==> src/hdl/lds_pkg.sv <==
// Shared types, constants and helpers for the LED driver frame serialiser.
// Used by lds_packer and led_driver_frame_serializer; no dependencies.
`default_nettype none

package lds_pkg;

	// frame geometry
	localparam int CHUNK_W    = 64;
	localparam int NUM_LEDS   = 16;
	localparam int ROW_AW     = 4;
	localparam int GS_W       = 16;
	localparam int DC_W       = 7;
	localparam int DC_ENTRIES = 48;
	localparam int GS_ROW_W   = 3 * GS_W;
	localparam int DC_ROW_W   = 3 * DC_W;
	localparam int PUSH_W     = GS_ROW_W;
	localparam int ACC_W      = CHUNK_W + PUSH_W;
	localparam int CNT_W      = 7;
	localparam int LEN_W      = 6;
	localparam int STEP_W     = 5;
	localparam int CFG_DW     = 32;

	// item kinds
	localparam logic [1:0] KIND_GS   = 2'd0;
	localparam logic [1:0] KIND_DC   = 2'd1;
	localparam logic [1:0] KIND_CTRL = 2'd2;

	// register indexes
	localparam logic [1:0] REG_FUNC = 2'd0;
	localparam logic [1:0] REG_BRT  = 2'd1;
	localparam logic [1:0] REG_MAXC = 2'd2;

	localparam logic [4:0]  FUNC_RESET = 5'd23;
	localparam logic [20:0] BRT_RESET  = 21'd16513;
	localparam logic [8:0]  MAXC_RESET = 9'd365;
	localparam logic [DC_W-1:0] DC_RESET = 7'h7f;

	localparam logic [7:0] CTRL_MAGIC = 8'h96;

	// feed steps of each frame kind
	localparam logic [STEP_W-1:0] STEP_HEAD      = 5'd0;
	localparam logic [STEP_W-1:0] GS_LAST_STEP   = 5'd16;
	localparam logic [STEP_W-1:0] CT_ONES_LAST   = 5'd8;
	localparam logic [STEP_W-1:0] CT_ONES_TAIL   = 5'd9;
	localparam logic [STEP_W-1:0] CT_CFG_STEP    = 5'd10;
	localparam logic [STEP_W-1:0] CT_LAST_STEP   = 5'd26;

	localparam logic [LEN_W-1:0] LEN_GS_HEAD = 6'd1;
	localparam logic [LEN_W-1:0] LEN_CT_HEAD = 6'd9;
	localparam logic [LEN_W-1:0] LEN_FULL    = 6'd48;
	localparam logic [LEN_W-1:0] LEN_ONES    = 6'd5;
	localparam logic [LEN_W-1:0] LEN_CFG     = 6'd35;
	localparam logic [LEN_W-1:0] LEN_DC_ROW  = 6'd21;

	localparam logic [CNT_W-1:0] CHUNK_CNT = 7'd64;

	// divide by three through a reciprocal, exact for six-bit inputs
	localparam logic [11:0] DIV3_MUL = 12'd43;
	localparam int          DIV3_SH  = 7;

	typedef struct packed {
		logic [1:0]  kind;
		logic [3:0]  led;
		logic [15:0] red;
		logic [15:0] green;
		logic [15:0] blue;
		logic [5:0]  dc_index;
		logic [6:0]  dc_value;
	} cmd_t;

	typedef struct packed {
		logic [63:0] frame_chunk;
		logic [6:0]  bit_count;
		logic        latch;
	} result_t;

	// bits handed to the packer, left aligned, zero below len
	typedef struct packed {
		logic              vld;
		logic              last;
		logic [LEN_W-1:0]  len;
		logic [PUSH_W-1:0] data;
	} push_t;

	typedef enum logic [2:0] {
		ST_IDLE = 3'b001,
		ST_DCWR = 3'b010,
		ST_RUN  = 3'b100
	} state_t;

	function automatic logic [4:0] dc_row(input logic [5:0] idx);
		logic [11:0] p;
		p = 12'(idx) * DIV3_MUL;
		return p[11:DIV3_SH];
	endfunction

endpackage

`default_nettype wire

==> src/hdl/lds_ram.sv <==
// Generic single-clock RAM: one write port, one read port, registered read.
// No dependencies.
`default_nettype none

module lds_ram #(
	parameter int WIDTH = 8,
	parameter int DEPTH = 16
) (
	input  wire logic                     clk,
	input  wire logic                     we,
	input  wire logic [$clog2(DEPTH)-1:0] waddr,
	input  wire logic [WIDTH-1:0]         wdata,
	input  wire logic [$clog2(DEPTH)-1:0] raddr,
	output logic      [WIDTH-1:0]         rdata
);

	logic [WIDTH-1:0] mem_q [DEPTH];

	always_ff @(posedge clk) begin
		if (we) begin
			mem_q[waddr] <= wdata;
		end
		rdata <= mem_q[raddr];
	end

endmodule

`default_nettype wire

==> src/hdl/lds_packer.sv <==
// Bit packer: gathers variable-length pushes and emits 64-bit chunks.
// Depends on lds_pkg.
`default_nettype none

module lds_packer (
	input  wire logic           clk,
	input  wire logic           arst_n,
	input  wire lds_pkg::push_t push,
	output logic                strobe,
	output lds_pkg::result_t    result,
	output logic                fin
);

	// valid bits sit at the top of acc_q; everything below count_q is zero
	logic [lds_pkg::ACC_W-1:0] acc_q;
	logic [lds_pkg::CNT_W-1:0] count_q;
	logic                      done_q;

	logic                      emit;
	logic                      full;
	logic [lds_pkg::ACC_W-1:0] base_acc;
	logic [lds_pkg::CNT_W-1:0] base_cnt;
	logic [lds_pkg::ACC_W-1:0] ins;
	logic [lds_pkg::ACC_W-1:0] acc_d;
	logic [lds_pkg::CNT_W-1:0] cnt_d;

	always_comb begin
		full     = count_q >= lds_pkg::CHUNK_CNT;
		fin      = done_q && !full && (count_q != '0) || done_q && count_q == lds_pkg::CHUNK_CNT;
		emit     = full || fin;
		base_acc = emit ? {acc_q[lds_pkg::PUSH_W-1:0], {lds_pkg::CHUNK_W{1'b0}}} : acc_q;
		base_cnt = full ? count_q - lds_pkg::CHUNK_CNT : (fin ? '0 : count_q);
		ins      = {push.data, {lds_pkg::CHUNK_W{1'b0}}} >> base_cnt;
		acc_d    = push.vld ? (base_acc | ins) : base_acc;
		cnt_d    = push.vld ? base_cnt + lds_pkg::CNT_W'(push.len) : base_cnt;
	end

	always_ff @(posedge clk or negedge arst_n) begin
		if (!arst_n) begin
			acc_q   <= '0;
			count_q <= '0;
			done_q  <= 1'b0;
			strobe  <= 1'b0;
		end else begin
			acc_q   <= acc_d;
			count_q <= cnt_d;
			if (push.vld && push.last) begin
				done_q <= 1'b1;
			end else if (fin) begin
				done_q <= 1'b0;
			end
			strobe <= emit;
		end
	end

	always_ff @(posedge clk) begin
		if (emit) begin
			result.frame_chunk <= acc_q[lds_pkg::ACC_W-1 -: lds_pkg::CHUNK_W];
			result.bit_count   <= fin ? count_q : lds_pkg::CHUNK_CNT;
			result.latch       <= fin;
		end
	end

endmodule

`default_nettype wire

==> src/hdl/led_driver_frame_serializer.sv <==
// Top level of the LED driver frame serialiser: sequencer, stores, config.
// Depends on lds_pkg, lds_ram and lds_packer.
`default_nettype none

// A command is taken when start is high and busy is low; busy stays high until the
// last chunk of its frame is on the result port. A grayscale or control frame is 769
// bits, delivered as 13 strobed chunks (twelve of 64 bits, then one bit with latch set).
// The receiver cannot stall: each chunk is valid for exactly one cycle. A grayscale
// or control command keeps busy high while the feed reads one memory row per cycle
// (one LED, 48 bits, or three dot-correction entries, 21 bits) into the packer, through
// the read latency and while the packer drains its last two chunks. A dot-correction
// write gives no result; it reads the row while idle, then merges and writes it back.
// Stores come out of reset at their default contents at once; no clearing pass is needed.
module led_driver_frame_serializer (
	input  wire logic                        clk,
	input  wire logic                        arst_n,
	input  wire logic                        start,
	output logic                             busy,
	input  wire lds_pkg::cmd_t               cmd,
	output logic                             strobe,
	output lds_pkg::result_t                 result,
	input  wire logic                        cfg_valid,
	output logic                             cfg_ready,
	input  wire logic [1:0]                  cfg_index,
	input  wire logic [lds_pkg::CFG_DW-1:0]  cfg_data
);

	lds_pkg::state_t state_q, state_d;

	logic                         accept;
	logic                         pk_fin;
	lds_pkg::push_t               push;

	logic [4:0]                   fn_q;
	logic [20:0]                  bw_q;
	logic [8:0]                   mc_q;

	logic [lds_pkg::NUM_LEDS-1:0] gs_vld_q;
	logic [lds_pkg::NUM_LEDS-1:0] dc_vld_q;

	logic                         frame_ctrl_q;
	logic                         feed_q;
	logic [lds_pkg::STEP_W-1:0]   step_q;
	logic [lds_pkg::STEP_W-1:0]   last_step;
	logic [lds_pkg::STEP_W-1:0]   row_full;
	logic [lds_pkg::ROW_AW-1:0]   frame_row;

	logic                         vld_s1;
	logic                         ctrl_s1;
	logic                         rvld_s1;
	logic                         last_s1;
	logic [lds_pkg::STEP_W-1:0]   step_s1;

	logic [4:0]                   cmd_row;
	logic [1:0]                   cmd_slot;
	logic [lds_pkg::ROW_AW-1:0]   dc_row_q;
	logic [1:0]                   dc_slot_q;
	logic [lds_pkg::DC_W-1:0]     dc_val_q;

	logic                         gs_we;
	logic [lds_pkg::GS_ROW_W-1:0] gs_rdata;
	logic                         dc_we;
	logic [lds_pkg::ROW_AW-1:0]   dc_raddr;
	logic [lds_pkg::DC_ROW_W-1:0] dc_rdata;
	logic [lds_pkg::DC_ROW_W-1:0] dc_base;
	logic [lds_pkg::DC_ROW_W-1:0] dc_wdata;

	assign accept    = start && !busy;
	assign busy      = state_q != lds_pkg::ST_IDLE;
	assign cfg_ready = 1'b1;

	// configuration registers
	always_ff @(posedge clk or negedge arst_n) begin
		if (!arst_n) begin
			fn_q <= lds_pkg::FUNC_RESET;
			bw_q <= lds_pkg::BRT_RESET;
			mc_q <= lds_pkg::MAXC_RESET;
		end else if (cfg_valid && cfg_ready) begin
			unique case (cfg_index)
				lds_pkg::REG_FUNC: fn_q <= cfg_data[4:0];
				lds_pkg::REG_BRT:  bw_q <= cfg_data[20:0];
				lds_pkg::REG_MAXC: mc_q <= cfg_data[8:0];
				default: ;
			endcase
		end
	end

	assign cmd_row  = lds_pkg::dc_row(cmd.dc_index);
	assign cmd_slot = 2'(cmd.dc_index - 6'({1'b0, cmd_row} * 6'd3));

	always_comb begin
		state_d = state_q;
		unique case (state_q)
			lds_pkg::ST_IDLE: begin
				if (accept) begin
					if (cmd.kind == lds_pkg::KIND_GS || cmd.kind == lds_pkg::KIND_CTRL) begin
						state_d = lds_pkg::ST_RUN;
					end else if (cmd.kind == lds_pkg::KIND_DC &&
						cmd.dc_index < 6'(lds_pkg::DC_ENTRIES)) begin
						state_d = lds_pkg::ST_DCWR;
					end
				end
			end
			lds_pkg::ST_DCWR: state_d = lds_pkg::ST_IDLE;
			lds_pkg::ST_RUN: begin
				if (pk_fin) begin
					state_d = lds_pkg::ST_IDLE;
				end
			end
			default: state_d = lds_pkg::ST_IDLE;
		endcase
	end

	// feed counter: one step per cycle, rows read in descending order
	assign last_step = frame_ctrl_q ? lds_pkg::CT_LAST_STEP : lds_pkg::GS_LAST_STEP;
	assign row_full  = last_step - step_q;
	assign frame_row = row_full[lds_pkg::ROW_AW-1:0];

	always_ff @(posedge clk or negedge arst_n) begin
		if (!arst_n) begin
			state_q      <= lds_pkg::ST_IDLE;
			feed_q       <= 1'b0;
			step_q       <= '0;
			frame_ctrl_q <= 1'b0;
			vld_s1       <= 1'b0;
			gs_vld_q     <= '0;
			dc_vld_q     <= '0;
		end else begin
			state_q <= state_d;
			vld_s1  <= (state_q == lds_pkg::ST_RUN) && feed_q;
			if (state_q == lds_pkg::ST_IDLE && state_d == lds_pkg::ST_RUN) begin
				feed_q       <= 1'b1;
				step_q       <= lds_pkg::STEP_HEAD;
				frame_ctrl_q <= cmd.kind == lds_pkg::KIND_CTRL;
			end else if (state_q == lds_pkg::ST_RUN && feed_q) begin
				step_q <= step_q + 1'b1;
				if (step_q == last_step) begin
					feed_q <= 1'b0;
				end
			end
			if (gs_we) begin
				gs_vld_q[cmd.led] <= 1'b1;
			end
			if (dc_we) begin
				dc_vld_q[dc_row_q] <= 1'b1;
			end
		end
	end

	always_ff @(posedge clk) begin
		step_s1 <= step_q;
		ctrl_s1 <= frame_ctrl_q;
		last_s1 <= step_q == last_step;
		rvld_s1 <= frame_ctrl_q ? dc_vld_q[frame_row] : gs_vld_q[frame_row];
		if (accept) begin
			dc_row_q  <= cmd_row[lds_pkg::ROW_AW-1:0];
			dc_slot_q <= cmd_slot;
			dc_val_q  <= cmd.dc_value;
		end
	end

	// grayscale store: one LED per row, {blue, green, red}
	assign gs_we = accept && cmd.kind == lds_pkg::KIND_GS;

	lds_ram #(
		.WIDTH (lds_pkg::GS_ROW_W),
		.DEPTH (lds_pkg::NUM_LEDS)
	) u_gs_ram (
		.clk   (clk),
		.we    (gs_we),
		.waddr (cmd.led),
		.wdata ({cmd.blue, cmd.green, cmd.red}),
		.raddr (frame_row),
		.rdata (gs_rdata)
	);

	// dot-correction store: three entries per row, read-modify-write on update
	assign dc_we    = state_q == lds_pkg::ST_DCWR;
	assign dc_raddr = (state_q == lds_pkg::ST_IDLE) ? cmd_row[lds_pkg::ROW_AW-1:0] : frame_row;
	assign dc_base  = dc_vld_q[dc_row_q] ? dc_rdata : {3{lds_pkg::DC_RESET}};

	always_comb begin
		dc_wdata = dc_base;
		unique case (dc_slot_q)
			2'd0:    dc_wdata[0*lds_pkg::DC_W +: lds_pkg::DC_W] = dc_val_q;
			2'd1:    dc_wdata[1*lds_pkg::DC_W +: lds_pkg::DC_W] = dc_val_q;
			2'd2:    dc_wdata[2*lds_pkg::DC_W +: lds_pkg::DC_W] = dc_val_q;
			default: dc_wdata = dc_base;
		endcase
	end

	lds_ram #(
		.WIDTH (lds_pkg::DC_ROW_W),
		.DEPTH (lds_pkg::NUM_LEDS)
	) u_dc_ram (
		.clk   (clk),
		.we    (dc_we),
		.waddr (dc_row_q),
		.wdata (dc_wdata),
		.raddr (dc_raddr),
		.rdata (dc_rdata)
	);

	// build the push for this step
	always_comb begin
		push      = '0;
		push.vld  = vld_s1;
		push.last = last_s1;
		if (!ctrl_s1) begin
			if (step_s1 == lds_pkg::STEP_HEAD) begin
				push.len = lds_pkg::LEN_GS_HEAD;
			end else begin
				push.len  = lds_pkg::LEN_FULL;
				push.data = rvld_s1 ? gs_rdata : '0;
			end
		end else begin
			priority if (step_s1 == lds_pkg::STEP_HEAD) begin
				push.len  = lds_pkg::LEN_CT_HEAD;
				push.data = {1'b1, lds_pkg::CTRL_MAGIC, 39'b0};
			end else if (step_s1 <= lds_pkg::CT_ONES_LAST) begin
				push.len  = lds_pkg::LEN_FULL;
				push.data = '1;
			end else if (step_s1 == lds_pkg::CT_ONES_TAIL) begin
				push.len  = lds_pkg::LEN_ONES;
				push.data = {5'b11111, 43'b0};
			end else if (step_s1 == lds_pkg::CT_CFG_STEP) begin
				push.len  = lds_pkg::LEN_CFG;
				push.data = {fn_q, bw_q, mc_q, 13'b0};
			end else begin
				push.len  = lds_pkg::LEN_DC_ROW;
				push.data = {(rvld_s1 ? dc_rdata : {3{lds_pkg::DC_RESET}}), 27'b0};
			end
		end
	end

	lds_packer u_packer (
		.clk    (clk),
		.arst_n (arst_n),
		.push   (push),
		.strobe (strobe),
		.result (result),
		.fin    (pk_fin)
	);

	// the latched chunk closes the transaction
	a_latch_frees: assert property (@(posedge clk) disable iff (!arst_n)
		strobe && result.latch |-> !busy)
		else $error("busy still high on final chunk");

	a_chunk_len: assert property (@(posedge clk) disable iff (!arst_n)
		strobe |-> result.bit_count == lds_pkg::CHUNK_CNT || result.latch)
		else $error("short chunk without latch");

	a_busy_cause: assert property (@(posedge clk) disable iff (!arst_n)
		$rose(busy) |-> $past(start))
		else $error("busy raised without a command");

	a_no_idle_push: assert property (@(posedge clk) disable iff (!arst_n)
		push.vld |-> state_q == lds_pkg::ST_RUN)
		else $error("push outside a frame");

endmodule

`default_nettype wire

==> config.mk <==
export PLATFORM = sky130hd
export DESIGN_NAME = led_driver_frame_serializer
export DESIGN_NICKNAME = d
export VERILOG_FILES = /design/src/hdl/lds_pkg.sv /design/src/hdl/lds_ram.sv /design/src/hdl/lds_packer.sv /design/src/hdl/led_driver_frame_serializer.sv
export SDC_FILE = /design/constraint.sdc
export NUM_CORES = 2
export LEC_CHECK = 0
export BUFFER_PORTS_ARGS = -buffer_cell sky130_fd_sc_hd__buf_2
export CAP_MARGIN = 10
export CORE_MARGIN = 4
export CORE_UTILIZATION = 30
export CTS_BUF_LIST = sky130_fd_sc_hd__clkbuf_4
export CTS_CLUSTER_DIAMETER = 30
export DETAILED_ROUTE_END_ITERATION = 8
export SETUP_SLACK_MARGIN = 0.15
export SLEW_MARGIN = 20
export SYNTH_ARGS = -nofsm -noshare
export SYNTH_HDL_FRONTEND = slang
export SYNTH_SLANG_ARGS = --single-unit
==> constraint.sdc <==
create_clock -name clk -period 16.6 [get_ports clk]
set_input_delay 2.49 -clock clk [delete_from_list [all_inputs] [get_ports clk]]
set_output_delay 2.49 -clock clk [all_outputs]
set_load 0.1 [all_outputs]
==> flow_summary_export.csv <==
group,metric,value,unit
finish,nNetsFinal,4137,
worst_hold_path,min_path_cells,0,
grt,grt_max_degree,84,
routing,initialDrtViolationCount,3480,
worst_hold_path,hold_class,"reg2reg",
setup_path,path_delay_family,"multiplexers",
setup_path,crit_required,17.62,ns
placement,dpl.cell_count,6256,
power,leakage,25.16,nW
routing,viasPerCell,5.068,
sta,rsz0062_at_grt,"no",
logic_synthesis,synthFlopType,"edfxtp_1",
logic_synthesis,yosysSeqAreaShare,0.6944,
finish,final_area,0.07030,mm²
grt,grt_pass1_vias,35670,
power,max-vdd-ir-drop,0.1306,mV
logic_synthesis,postSynthCellCount,3557,
setup_path,arrival,7.37,ns
die,dieArea,0.2100,mm²
placement,port_buffers,167,
logic_synthesis,syn_area,0.06083,mm²
sta,setup_ws,10.26,ns
finish,drive_gt1_frac,0.3188,
clock_tree,max-clock-path-buffers,4,
logic_synthesis,async_flop_share,0.1358,
clock_tree,cts_resized,0,
sta,hold_viol,0,
die,die_y,458.3,µm
routing,detail-route-antenna-nets,0,
logic_synthesis,synth_edf_count,1189,
finish,final_common_cell,"edfxtp_1",
sta,worst_pin_slew,1.120,ns
clock_tree,htreeDepth,5,
clock_tree,hold_buffers,0,
clock_tree,clk_latency,1.32,ns
logic_synthesis,syn-num-nets,3702,
job,maxCapViolCount,0,
sta,fin_crit_sh,0.3822,
logic_synthesis,yosys_warnings,0,
die,start_util,0.3013,
die,rows,165,
clock_tree,root_buffer,"clkbuf_4",
grt,antenna_found_initial,45,
grt,grt_usage,0.1564,
setup_path,crit_path_end_kind,"flop",
placement,dpl.hpwl,100000,µm
setup_path,reg2reg_depth,6,
die,io_pins,180,
sta,report.final.slew_viol_count,0,
grt,grt_pass1_wl,244200,µm
setup_path,cpMostUsedCell,"mux2i_1",
run_status,status,"completed",
clock_tree,numCtsBuffers,405,
sta,fin_skew,0.1594,ns
clock_tree,cts_tree,"done",
setup_path,cp-start-kind,"input pin",
routing,wire_per_inst,23.98,µm
routing,vias,35390,
sta,finalSetupTns,0,ns
setup_path,crit_buf_inv,4,
placement,placed_area,0.06496,mm²
die,core,0.2019,mm²
sta,relSlewSlack,0.2530,
clock_tree,clock_sinks,1465,
logic_synthesis,ys_seq_elements,1465,
logic_synthesis,ys_types,101,
placement,dp_slack,9.031,ns
finish,final_cell_mix,"1189 x edfxtp_1, 618 x clkbuf_4, 386 x mux2i_1",
setup_path,crit_fanout,69,
sta,max_freq,157.6,MHz
power,p_per_area,175.5,mW/mm²
routing,dr.pass1.iters,6,
setup_path,path_depth,16,
clock_tree,clkTransAtPathRegs,0.06,ns
logic_synthesis,avgSynthCellArea,17.10,µm²
finish,areaGrowthSynthToFinish,15.56,%
setup_path,slowest_delay,0.86,ns
clock_tree,post-cts-setup-buffers,0,
routing,drc,0,
setup_path,criticalPathCategory,"in2reg",
sta,fin_crit,6.344,ns
placement,globalplace.congestion,0.9041,
finish,fin_cells,6984,
sta,setup_viol,0,
grt,gr-total-overflow,0,
setup_path,cp_cell_sequence,"buf_2 > ha_1 > inv_1 > fa_1 > inv_1 > fa_1 > ha_1 > or3_1 > o21ai_0 > xnor2_1 > mux2_8 > buf_4 > mux2i_1 > mux2i_1 > mux2i_1 > mux2i_1",
die,die-width,458.3,µm
setup_path,slowest_stage,"buf_4",
routing,routed_wl,167400,µm
registers in the layout, summed over array words and instances, names as in the netlist, 9 cells and up:
| register | flops |
|---|---|
| u_packer.acc_q | 112 |
| u_gs_ram.mem_q | 768 |
| bw_q | 21 |
| u_dc_ram.rdata | 21 |
| u_packer.result | 72 |
| u_dc_ram.mem_q | 336 |
| dc_vld_q | 16 |
| gs_vld_q | 16 |
| u_gs_ram.rdata | 48 |
| mc_q | 9 |
per-stage QoR:
step                total power [mW]    util  hold slack, ns
finish                         12.33  0.3482          0.4248
global route                   12.97  0.3481          0.3961
CTS                            12.44  0.3477          0.3972
detailed placement             9.120  0.3218          0.4323
global placement               9.085  0.3217          0.4217
floorplan                      7.677       -          0.3454
final cells by class:
| cell class | count | area (µm²) |
|---|---|---|
| clock buffer | 617 | 4632 |
| antenna | 11 | 27.53 |
| sequential | 1465 | 42250 |
| multi-input combinational | 1839 | 17860 |
| fill | 19280 | 131600 |
| tap | 2672 | 3343 |
| inverter | 36 | 137.6 |
| clock inverter | 99 | 616.8 |
| timing repair buffer | 245 | 1431 |
final timing paths:
kind | slack, ns | endpoint | startpoint
worst max-delay path | 10.26 | u_dc_ram.rdata[0] | cmd[8]
worst min-delay path | 0.42 | u_packer.result[38] | u_packer.acc_q[78]
worst max register to register | 11.68 | u_gs_ram.rdata[36] | step_q[0]
worst min register to register | 0.42 | u_packer.result[38] | u_packer.acc_q[78]
max in group asynchronous | 13.05 | step_q[0] | arst_n
min in group asynchronous | 1.23 | u_packer.acc_q[10] | arst_n
logic make-up after synthesis:
| kind of cell | Yosys count | synth area share |
|---|---|---|
| adders and majority gates | 40 | 0.008968 |
| AOI/OAI and AO/OA | 516 | 0.06121 |
| muxes | 714 | 0.1734 |
| and+or+nand+nor | 547 | 0.04122 |
| buffers and inverters | 253 | 0.01761 |
| other | 1 | 0.00006165 |
| DFF | 1465 | 0.6944 |
| xor gates and xnor gates | 21 | 0.003147 |
synth_stat cells, types with 35 or more instances:
| cell | number | area (µm²) |
|---|---|---|
| dfxtp_1 | 77 | 1541 |
| or2_2 | 35 | 219.0 |
| a21oi_1 | 98 | 490.5 |
| buf_2 | 61 | 305.3 |
| nand3_1 | 37 | 185.2 |
| mux2i_1 | 389 | 3894 |
| dfrtp_1 | 185 | 4629 |
| nand2_1 | 137 | 514.2 |
| o21ai_0 | 64 | 320.3 |
| mux2_2 | 57 | 641.9 |
| mux4_2 | 265 | 5968 |
| o22ai_1 | 46 | 287.8 |
| edfxtp_1 | 1189 | 35700 |
| clkbuf_1 | 115 | 431.7 |
| nor2_1 | 209 | 784.5 |
metal layers:
metal  part of all wire  track usage
met5            0.00033            0
met3              0.072      0.03684
met1               0.42       0.2056
met2               0.48       0.2517
met4              0.033      0.05983
power by group:
group	leakage [nW]	switching (mW)	internal, mW
Clock	3.16	1.46	1.81
Sequential	13.9	0.267	4.32
Combinational	8.09	2.59	1.89
Total	25.2	4.31	8.02
No activity file was read; power rests on OpenSTA's default activity.
